==> src/sv/srfbs_pkg.sv <==
// ----------------------------------------------------------------------------
// srfbs_pkg
// Shared types, character codes and address window constants for the
// S-record parser and flash block splitter.
// ----------------------------------------------------------------------------
package srfbs_pkg;

  localparam logic [7:0]  CH_CR       = 8'h0D;
  localparam logic [7:0]  CH_LF       = 8'h0A;

  localparam logic [31:0] WIN_LO      = 32'h0000_8000;
  localparam logic [31:0] WIN_HI      = 32'h0000_BFFF;
  localparam logic [31:0] WIN_SHIFT   = 32'h0000_4000;
  localparam logic [15:0] SKIP_RESET  = 16'h0400;

  localparam logic [3:0]  AD_DIGITS16 = 4'd4;
  localparam logic [3:0]  AD_DIGITS24 = 4'd6;
  localparam logic [3:0]  AD_DIGITS32 = 4'd8;

  localparam logic [9:0]  POS_MAX     = 10'd1023;

  localparam logic        KIND_DATA   = 1'b0;
  localparam logic        KIND_END    = 1'b1;

  // Record type digits.
  typedef enum logic [3:0] {
    REC_HEADER   = 4'd0,
    REC_DATA16   = 4'd1,
    REC_DATA24   = 4'd2,
    REC_DATA32   = 4'd3,
    REC_RESERVED = 4'd4,
    REC_COUNT16  = 4'd5,
    REC_COUNT24  = 4'd6,
    REC_START32  = 4'd7,
    REC_START24  = 4'd8,
    REC_START16  = 4'd9
  } rec_type_t;

  // Events from the record parser to the block splitter for one character.
  typedef struct packed {
    logic        rec_start;
    logic        load;
    logic [31:0] load_addr;
    logic        emit;
    logic [7:0]  data;
    logic        rec_end;
    logic [3:0]  record_type;
    logic        checksum_ok;
    logic        count_short;
  } parse_evt_t;

  // One result transaction.
  typedef struct packed {
    logic        kind;
    logic [31:0] address;
    logic [7:0]  data;
    logic        first_of_block;
    logic        skipped;
    logic        page_change;
    logic [7:0]  page;
    logic [3:0]  record_type;
    logic        checksum_ok;
    logic        count_short;
  } result_t;

  // Hex digit decode; anything that is not a hex digit reads as zero.
  function automatic logic [3:0] hex_value(input logic [7:0] c);
    logic [7:0] v;
    v = 8'h00;
    if (c inside {[8'h30:8'h39]}) begin
      v = c - 8'h30;
    end else if (c inside {[8'h41:8'h46]}) begin
      v = c - 8'h37;
    end else if (c inside {[8'h61:8'h66]}) begin
      v = c - 8'h57;
    end
    return v[3:0];
  endfunction

  function automatic logic in_window(input logic [31:0] a);
    return (a >= WIN_LO) && (a <= WIN_HI);
  endfunction

endpackage

==> src/sv/srecord_flash_block_splitter.sv <==
// ----------------------------------------------------------------------------
// srecord_flash_block_splitter
// S-record text parser that emits data bytes with their flash addresses,
// split into write blocks, plus one status transaction per record.
// ----------------------------------------------------------------------------
// The block takes one character per clock cycle while in_ready is high and
// produces at most one result per character. A character is captured in an
// input register; when it advances, the parser and block splitter update
// their state in a single pass and load the result register. While a result
// waits for out_ready the input register can still take one more character;
// after that in_ready stays low until the result is taken. The sustained
// rate is one character per cycle when the sink keeps up.
// skip_below may only be written while no characters are in flight.
module srecord_flash_block_splitter import srfbs_pkg::*; #(
  parameter int BLOCK_BYTES = 256
) (
  input  logic        clk,
  input  logic        rst_n,

  input  logic        cfg_valid,
  output logic        cfg_ready,
  input  logic [15:0] cfg_skip_below,

  input  logic        in_valid,
  output logic        in_ready,
  input  logic [7:0]  in_ch,

  output logic        out_valid,
  input  logic        out_ready,
  output logic        out_kind,
  output logic [31:0] out_address,
  output logic [7:0]  out_data,
  output logic        out_first_of_block,
  output logic        out_skipped,
  output logic        out_page_change,
  output logic [7:0]  out_page,
  output logic [3:0]  out_record_type,
  output logic        out_checksum_ok,
  output logic        out_count_short
);

  logic [15:0] skip_below_r;
  logic        s1_valid_r, s1_valid_nxt;
  logic [7:0]  s1_ch_r;
  logic        out_valid_r, out_valid_nxt;
  result_t     out_res_r;

  parse_evt_t  evt;
  result_t     res;
  logic        adv;
  logic        has_result;

  assign cfg_ready  = 1'b1;
  assign adv        = s1_valid_r && (!out_valid_r || out_ready);
  assign in_ready   = !s1_valid_r || adv;
  assign has_result = evt.emit || evt.rec_end;

  srfbs_parser u_parser (
    .clk   (clk),
    .rst_n (rst_n),
    .step  (adv),
    .ch    (s1_ch_r),
    .evt   (evt)
  );

  srfbs_blocker #(
    .BLOCK_BYTES (BLOCK_BYTES)
  ) u_blocker (
    .clk        (clk),
    .rst_n      (rst_n),
    .step       (adv),
    .skip_below (skip_below_r),
    .evt        (evt),
    .res        (res)
  );

  always_comb begin
    s1_valid_nxt = s1_valid_r;
    if (in_valid && in_ready) begin
      s1_valid_nxt = 1'b1;
    end else if (adv) begin
      s1_valid_nxt = 1'b0;
    end

    out_valid_nxt = out_valid_r;
    if (adv) begin
      out_valid_nxt = has_result;
    end else if (out_ready) begin
      out_valid_nxt = 1'b0;
    end
  end

  always_ff @(posedge clk) begin
    if (!rst_n) begin
      skip_below_r <= SKIP_RESET;
      s1_valid_r   <= 1'b0;
      out_valid_r  <= 1'b0;
    end else begin
      if (cfg_valid && cfg_ready) begin
        skip_below_r <= cfg_skip_below;
      end
      s1_valid_r  <= s1_valid_nxt;
      out_valid_r <= out_valid_nxt;
    end
  end

  always_ff @(posedge clk) begin
    if (in_valid && in_ready) begin
      s1_ch_r <= in_ch;
    end
    if (adv && has_result) begin
      out_res_r <= res;
    end
  end

  assign out_valid          = out_valid_r;
  assign out_kind           = out_res_r.kind;
  assign out_address        = out_res_r.address;
  assign out_data           = out_res_r.data;
  assign out_first_of_block = out_res_r.first_of_block;
  assign out_skipped        = out_res_r.skipped;
  assign out_page_change    = out_res_r.page_change;
  assign out_page           = out_res_r.page;
  assign out_record_type    = out_res_r.record_type;
  assign out_checksum_ok    = out_res_r.checksum_ok;
  assign out_count_short    = out_res_r.count_short;

  // With the result register empty, the input side must never stall.
  a_ready_when_empty : assert property (@(posedge clk) disable iff (!rst_n)
    !out_valid_r |-> in_ready)
    else $error("input stalled while result register empty");

  // A transaction that produces a result must show up at the output.
  a_result_loaded : assert property (@(posedge clk) disable iff (!rst_n)
    adv && has_result |=> out_valid)
    else $error("result lost after state update");

  // A skipped block never triggers a page erase.
  a_skip_no_erase : assert property (@(posedge clk) disable iff (!rst_n)
    out_valid && (out_kind == KIND_DATA) && out_skipped |-> !out_page_change)
    else $error("page change raised for a skipped block");

endmodule

==> src/sv/srfbs_parser.sv <==
// ----------------------------------------------------------------------------
// srfbs_parser
// Record field parser: tracks the character position within a line and
// decodes type, count, address, data and checksum fields.
// ----------------------------------------------------------------------------
module srfbs_parser import srfbs_pkg::*; (
  input  logic       clk,
  input  logic       rst_n,
  input  logic       step,
  input  logic [7:0] ch,
  output parse_evt_t evt
);

  logic [9:0]  pos_r, pos_nxt;
  logic        open_r, open_nxt;
  logic [3:0]  type_r, type_nxt;
  logic [3:0]  hn_r, hn_nxt;
  logic [7:0]  bc_r, bc_nxt;
  logic [3:0]  ad_r, ad_nxt;
  logic [31:0] acc_r, acc_nxt;
  logic [7:0]  sum_r, sum_nxt;
  logic [7:0]  dl_r, dl_nxt;

  // Record fields as seen by this character (cleared when a line opens).
  logic [3:0]  hn_e;
  logic [7:0]  bc_e;
  logic [31:0] acc_e;
  logic [7:0]  sum_e;
  logic [7:0]  dl_e;

  logic        eol;
  logic [3:0]  nib;
  logic [7:0]  byte_val;
  logic [7:0]  need;
  logic [7:0]  dlen;
  logic [9:0]  addr_end;
  logic [9:0]  data_off;
  logic [8:0]  idx;

  assign hn_e  = open_r ? hn_r  : 4'd0;
  assign bc_e  = open_r ? bc_r  : 8'd0;
  assign acc_e = open_r ? acc_r : 32'd0;
  assign sum_e = open_r ? sum_r : 8'd0;
  assign dl_e  = open_r ? dl_r  : 8'd0;

  assign eol      = (ch == CH_CR) || (ch == CH_LF);
  assign nib      = hex_value(ch);
  assign byte_val = {hn_e, nib};
  assign need     = 8'(ad_r[3:1]) + 8'd1;
  assign dlen     = (bc_e > need) ? (bc_e - need) : 8'd0;
  assign addr_end = 10'(ad_r) + 10'd4;
  assign data_off = pos_r - addr_end;
  assign idx      = data_off[9:1];

  always_comb begin
    pos_nxt  = pos_r;
    open_nxt = open_r;
    type_nxt = type_r;
    hn_nxt   = hn_r;
    bc_nxt   = bc_r;
    ad_nxt   = ad_r;
    acc_nxt  = acc_r;
    sum_nxt  = sum_r;
    dl_nxt   = dl_r;
    evt             = '0;
    evt.record_type = type_r;

    if (eol) begin
      evt.rec_end     = open_r;
      evt.checksum_ok = (sum_r == 8'hFF);
      evt.count_short = (bc_r < need);
      open_nxt        = 1'b0;
      pos_nxt         = 10'd0;
    end else begin
      evt.rec_start = !open_r;
      open_nxt      = 1'b1;
      hn_nxt        = hn_e;
      bc_nxt        = bc_e;
      acc_nxt       = acc_e;
      sum_nxt       = sum_e;
      dl_nxt        = dl_e;

      if (pos_r == 10'd1) begin
        if (ch inside {[8'h30:8'h39]}) begin
          type_nxt = ch[3:0];
          case (ch[3:0])
            REC_HEADER, REC_DATA16, REC_START16: ad_nxt = AD_DIGITS16;
            REC_DATA24, REC_START24:             ad_nxt = AD_DIGITS24;
            REC_DATA32, REC_START32:             ad_nxt = AD_DIGITS32;
            default:                             ad_nxt = ad_r;
          endcase
        end
      end else if (pos_r >= 10'd2) begin
        if ((pos_r >= 10'd4) && (pos_r < addr_end)) begin
          acc_nxt = {acc_e[27:0], nib};
        end
        if (!pos_r[0]) begin
          hn_nxt = nib;
        end else if (pos_r == 10'd3) begin
          bc_nxt  = byte_val;
          sum_nxt = sum_e + byte_val;
        end else if (pos_r < addr_end) begin
          sum_nxt = sum_e + byte_val;
          if (pos_r == addr_end - 10'd1) begin
            // Last address digit: hand the remapped start address over.
            evt.load      = 1'b1;
            evt.load_addr = in_window(acc_nxt) ? (acc_nxt - WIN_SHIFT) : acc_nxt;
            dl_nxt        = dlen;
          end
        end else begin
          if (dl_e != 8'd0) begin
            evt.emit = 1'b1;
            evt.data = byte_val;
            sum_nxt  = sum_e + byte_val;
            dl_nxt   = dl_e - 8'd1;
          end else if (idx == 9'(dlen)) begin
            // The checksum byte itself.
            sum_nxt = sum_e + byte_val;
          end
        end
      end

      if (pos_r < POS_MAX) begin
        pos_nxt = pos_r + 10'd1;
      end
    end
  end

  always_ff @(posedge clk) begin
    if (!rst_n) begin
      pos_r  <= 10'd0;
      open_r <= 1'b0;
      type_r <= 4'd0;
      hn_r   <= 4'd0;
      bc_r   <= 8'd0;
      ad_r   <= AD_DIGITS16;
      acc_r  <= 32'd0;
      sum_r  <= 8'd0;
      dl_r   <= 8'd0;
    end else if (step) begin
      pos_r  <= pos_nxt;
      open_r <= open_nxt;
      type_r <= type_nxt;
      hn_r   <= hn_nxt;
      bc_r   <= bc_nxt;
      ad_r   <= ad_nxt;
      acc_r  <= acc_nxt;
      sum_r  <= sum_nxt;
      dl_r   <= dl_nxt;
    end
  end

endmodule

==> src/sv/srfbs_blocker.sv <==
// ----------------------------------------------------------------------------
// srfbs_blocker
// Flash block splitter: assigns target addresses to data bytes, cuts write
// blocks and tracks the skip flag and the current flash page.
// ----------------------------------------------------------------------------
module srfbs_blocker import srfbs_pkg::*; #(
  parameter int BLOCK_BYTES = 256
) (
  input  logic        clk,
  input  logic        rst_n,
  input  logic        step,
  input  logic [15:0] skip_below,
  input  parse_evt_t  evt,
  output result_t     res
);

  localparam int BIB_W = (BLOCK_BYTES > 1) ? $clog2(BLOCK_BYTES) : 1;

  logic [31:0]      target_r, target_nxt;
  logic [BIB_W-1:0] bib_r, bib_nxt;
  logic             skip_r, skip_nxt;
  logic [7:0]       last_page_r, last_page_nxt;

  logic             first;
  logic             change;
  logic             ends;
  logic [31:0]      target_inc;

  assign first      = (bib_r == '0);
  assign ends       = (bib_r == BIB_W'(BLOCK_BYTES - 1)) || (target_r == WIN_LO - 32'd1);
  assign target_inc = target_r + 32'd1;

  always_comb begin
    target_nxt    = target_r;
    bib_nxt       = bib_r;
    skip_nxt      = skip_r;
    last_page_nxt = last_page_r;
    change        = 1'b0;
    res           = '0;
    res.record_type = evt.record_type;

    if (evt.rec_start) begin
      bib_nxt = '0;
    end
    if (evt.load) begin
      target_nxt = evt.load_addr;
      bib_nxt    = '0;
    end

    if (evt.emit) begin
      if (first) begin
        skip_nxt = (target_r < {16'd0, skip_below});
        if (!skip_nxt && (target_r[31:16] != {8'd0, last_page_r})) begin
          change        = 1'b1;
          last_page_nxt = target_r[23:16];
        end
      end
      res.kind           = KIND_DATA;
      res.address        = target_r;
      res.data           = evt.data;
      res.first_of_block = first;
      res.skipped        = skip_nxt;
      res.page_change    = change;
      res.page           = target_r[23:16];

      // A finished block moves an address that lands in the window back up.
      if (ends) begin
        bib_nxt    = '0;
        target_nxt = in_window(target_inc) ? (target_inc + WIN_SHIFT) : target_inc;
      end else begin
        bib_nxt    = bib_r + BIB_W'(1);
        target_nxt = target_inc;
      end
    end else if (evt.rec_end) begin
      res.kind        = KIND_END;
      res.checksum_ok = evt.checksum_ok;
      res.count_short = evt.count_short;
    end
  end

  always_ff @(posedge clk) begin
    if (!rst_n) begin
      target_r    <= 32'd0;
      bib_r       <= '0;
      skip_r      <= 1'b0;
      last_page_r <= 8'd0;
    end else if (step) begin
      target_r    <= target_nxt;
      bib_r       <= bib_nxt;
      skip_r      <= skip_nxt;
      last_page_r <= last_page_nxt;
    end
  end

endmodule
==> config.mk <==
export PLATFORM = sky130hd
export DESIGN_NAME = srecord_flash_block_splitter
export DESIGN_NICKNAME = d
export VERILOG_FILES = /design/src/sv/srfbs_pkg.sv /design/src/sv/srecord_flash_block_splitter.sv /design/src/sv/srfbs_parser.sv /design/src/sv/srfbs_blocker.sv
export SDC_FILE = /design/constraint.sdc
export NUM_CORES = 1
export LEC_CHECK = 0
export BUFFER_PORTS_ARGS = -buffer_cell sky130_fd_sc_hd__buf_2
export CAP_MARGIN = 15
export CORE_ASPECT_RATIO = 1.5
export CORE_MARGIN = 2
export CORE_UTILIZATION = 62
export DETAILED_ROUTE_END_ITERATION = 8
export PLACE_DENSITY = 0.82
export SETUP_SLACK_MARGIN = 0.3
export SYNTH_ARGS = -nofsm -noshare
export SYNTH_HDL_FRONTEND = slang
export SYNTH_SLANG_ARGS = --single-unit
==> constraint.sdc <==
create_clock -name clk -period 12.5 [get_ports clk]
set_clock_uncertainty 0.1 [all_clocks]
set_input_delay 1.25 -clock clk [delete_from_list [all_inputs] [get_ports clk]]
set_output_delay 1.25 -clock clk [all_outputs]
set_load 0.05 [all_outputs]
==> results.md <==
- Critical Path Start: u_parser.ad_r[2]
- Hold path start: u_parser.type_r[0]
- Fin cells: around 1700
- Clk root buf: clkbuf_16
- Die X: ~120 µm
- Drt first pass iters: 6
- Worst-path clk slew: 0.06 ns
- RR Startpoint: u_parser.ad_r[2]
- CTS Buffer Depth: 3
- Number of synthesized flops with an enable pin: 58
- Post-CTS Setup Inserts: 0
- Ant. Diodes: 0
- Final setup margin: approximately 7.6 ns
- IO Count: 90
- WL final: approximately 32000 µm
- DR iter-0 viols: between 900 and 1000
- Largest net degree at the start of global routing: slightly above 80
- Sum Neg Setup Slack: 0 ns
- Initial Util: 0.6275
- Combinational share of power: 0.043
- First-pass GRT wire length: ~53000 µm
- Worst hold path endpoint: out_record_type[0]
- Syn_nets: roughly 1500
- Mapped Avg Cell Area: 8.595 µm²
- Slew Limit Fails: 0
- Seq/Total Area, Yosys: 0.3771
- Vias/cell: 6.346
- CTS tree: yes
- Row count: 63
- Yosys top cell area share: 0.2357
- Hpwl dp: between 20000 and 25000 µm
- Area growth, synth to finish: 9.589%
- YS warnings: 0
- Power Internal: 1.097 mW
- FF-to-FF setup slack: around 7.6 ns
- Fin. Hold Viols: 0
- Most instantiated cells after synthesis: dfxtp_1 (145), nand2_1 (144), nor2_1 (123)
- Syn Inst Count: 1433
- Period minus WS final: about 5 ns
- Number of port buffers: between 80 and 90
- Hold Path Class: reg -> reg
- Critical path data required time: 12.79 ns
- Worst-path fanout max: 44
- Initial antenna violation count: 0
- Peak VDD IR: roughly 0.10 mV
- Total GRT Usage: 0.3053
- CP arrival: between 5 and 6 ns
- Clock Power Share: 0.469
- Hold buffers post-CTS: 0
- Die area: 21030 µm²
- Sink Count: slightly above 200
- Switching share of power: 0.2224
- Drt drc: 0
- Worst-Skew Late Latency: a little over 0.5 ns
- Fmax: about 0.20 GHz
- Worst setup EP type: flip-flop
- Placed cells: 1692
- RSZ-0062 raised after global routing: no
- Power Density: ~100 nW/µm²
- CP Launch Type: flip-flop
- # resized after CTS: 0
- Post-Syn Area: roughly 12000 µm²
- Total gr overflow: 0
- Slew @ Worst Pin: ~1.2 ns
- Hold Path Stages: 0
- Layout cell share with drive strength beyond 1: 0.1141
- Post-route ant nets: 0
- Final Setup Violations: 0
- Yosys cell types: 85
- Asr flop ratio synth: 0
- CTS buffer count: 22
- Ratio of final minimum period to clock period: 0.3909
- WL/cell: around 19 µm
- Final Hold Slack: ~0.34 ns
- Slew headroom: 0.2003
- Total power: 1.411 mW
- GPL Wtd Cong: ~1.0
- R2R Path End: u_blocker.last_page_r[0]
- Nets: about 1500
- Max cap viols: 0
- Dpl ws: roughly 7.7 ns
- Most area-hungry cell type in the Yosys netlist: dfxtp_1
- Vias in the first global route: 10654
- Most common cell in the netlist: dfxtp_1
- Worst R2R Path Depth: 15
- Synth top area cells: dfxtp_1 (24%), edfxtp_1 (14%), ha_1 (5.5%), nand2_1 (4.4%), a22oi_1 (3.8%)
- Status: finished clean
- Via count: 10997
- Placeable Area: 19630 µm²
- Pleak: between 5 and 6 nW
- Fillers: roughly 1600
- Seq pwr share: 0.488
- # H-tree levels: 1
- Critical path type: reg -> reg
- Synth Flop Type: dfxtp_1
- FF+latch count, synth: 203
- Chip height: 176.6 µm
- Switching pwr: roughly 0.31 mW
-- power groups by stage --
stage / Clock (mW) / Combinational [mW] / Sequential [mW]
after floorplan: 0 / 0.0450 / 0.698
after global placement: 0 / 0.0579 / 0.702
after detailed placement: 0 / 0.0593 / 0.703
after CTS: 0.668 / 0.0599 / 0.688
after global routing: 0.692 / 0.0662 / 0.689
final: 0.662 / 0.0607 / 0.689
-- how the worst max path moves through the flow --
stage | end | slack [ns]
6_report | u_blocker.last_page_r[0] | 7.61
5_1_grt | u_parser.sum_r[7] | 7.14
4_1_cts | u_parser.sum_r[7] | 7.65
3_5_place_dp | u_parser.sum_r[7] | 7.67
3_3_place_gp | out_record_type[1] | 7.80
2_1_floorplan | out_address[0] | 6.44
-- worst max-delay path: stages (launching register included) --
cell and delay (ns):
dfxtp_1 0.51, inv_1 0.08, ha_1 0.32, inv_1 0.05, ha_1 0.34, o21a_1 0.14, o31a_1 0.29, or3_1 0.39
and2_1 0.99, nand2_1 0.10, buf_4 0.34, nor2_1 0.20, nand2_1 0.12, nor3_4 0.44, mux2i_1 0.27, nor2b_1 0.06
-- flip-flops by register name, indices dropped and copies added, names as in the netlist, 3 cells and up --
register,cells
u_parser.dl_r,8
u_parser.type_r,4
u_parser.ad_r,3
u_parser.pos_r,10
u_blocker.target_r,32
u_blocker.bib_r,8
out_record_type,4
s1_ch_r,8
u_parser.acc_r,32
u_blocker.last_page_r,8
skip_below_r,16
u_parser.sum_r,8
u_parser.bc_r,8
u_parser.hn_r,4
out_data,8
out_address,32
-- cells by family after synthesis --
family	after synthesis	share of synthesized area
adder cells (fa/ha/maj)	57	0.05973
other	1	0.0003045
flip-flops	203	0.3771
XOR/XNOR	58	0.04124
multiplexers	43	0.03505
AND/OR/NAND/NOR	563	0.2416
buffers and inverters	149	0.05059
AO/OA/AOI/OAI	359	0.1944
-- cell usage in the layout (no fill, tap or decap), drive strengths merged, types with 54 or more instances in the layout --
cell | netlist | layout
and3 | 54 | 54
nor2 | 125 | 125
dfxtp | 145 | 145
ha | 54 | 54
o21ai | 87 | 87
nand2 | 144 | 144
buf | 33 | 103
a22oi | 63 | 63
edfxtp | 58 | 58
a21oi | 67 | 67
-- final cells by class --
class                           count  area (µm²)  area share
Timing Repair Buffer              103       548.0     0.04060
Sequential cell                   203        4646      0.3442
Clock inverter                      8       91.34    0.006767
Tap cell                          260       325.3     0.02410
Inverter                           46       172.7     0.01279
Multi-Input combinational cell   1081        7076      0.5242
Clock buffer                       32       639.4     0.04737
-- through the flow --
step,instance area (µm²),utilization
finish,13500,0.6877
global route,13500,0.6877
CTS,13490,0.6874
detailed placement,12760,0.6502
global placement,12760,0.6500
floorplan,12320,-
-- per-layer routing --
| metal | global-route usage | part of all wire | up-vias |
|---|---|---|---|
| met3 | 0.03351 | 0.059 | 114 |
| met5 | 0 | 0 | - |
| met4 | 0.1815 | 0.058 | 0 |
| met2 | 0.5596 | 0.51 | 461 |
| met1 | 0.3380 | 0.37 | 5180 |
| li1 | - | - | 5242 |
Note: power is estimated with default switching activity, not from simulation.
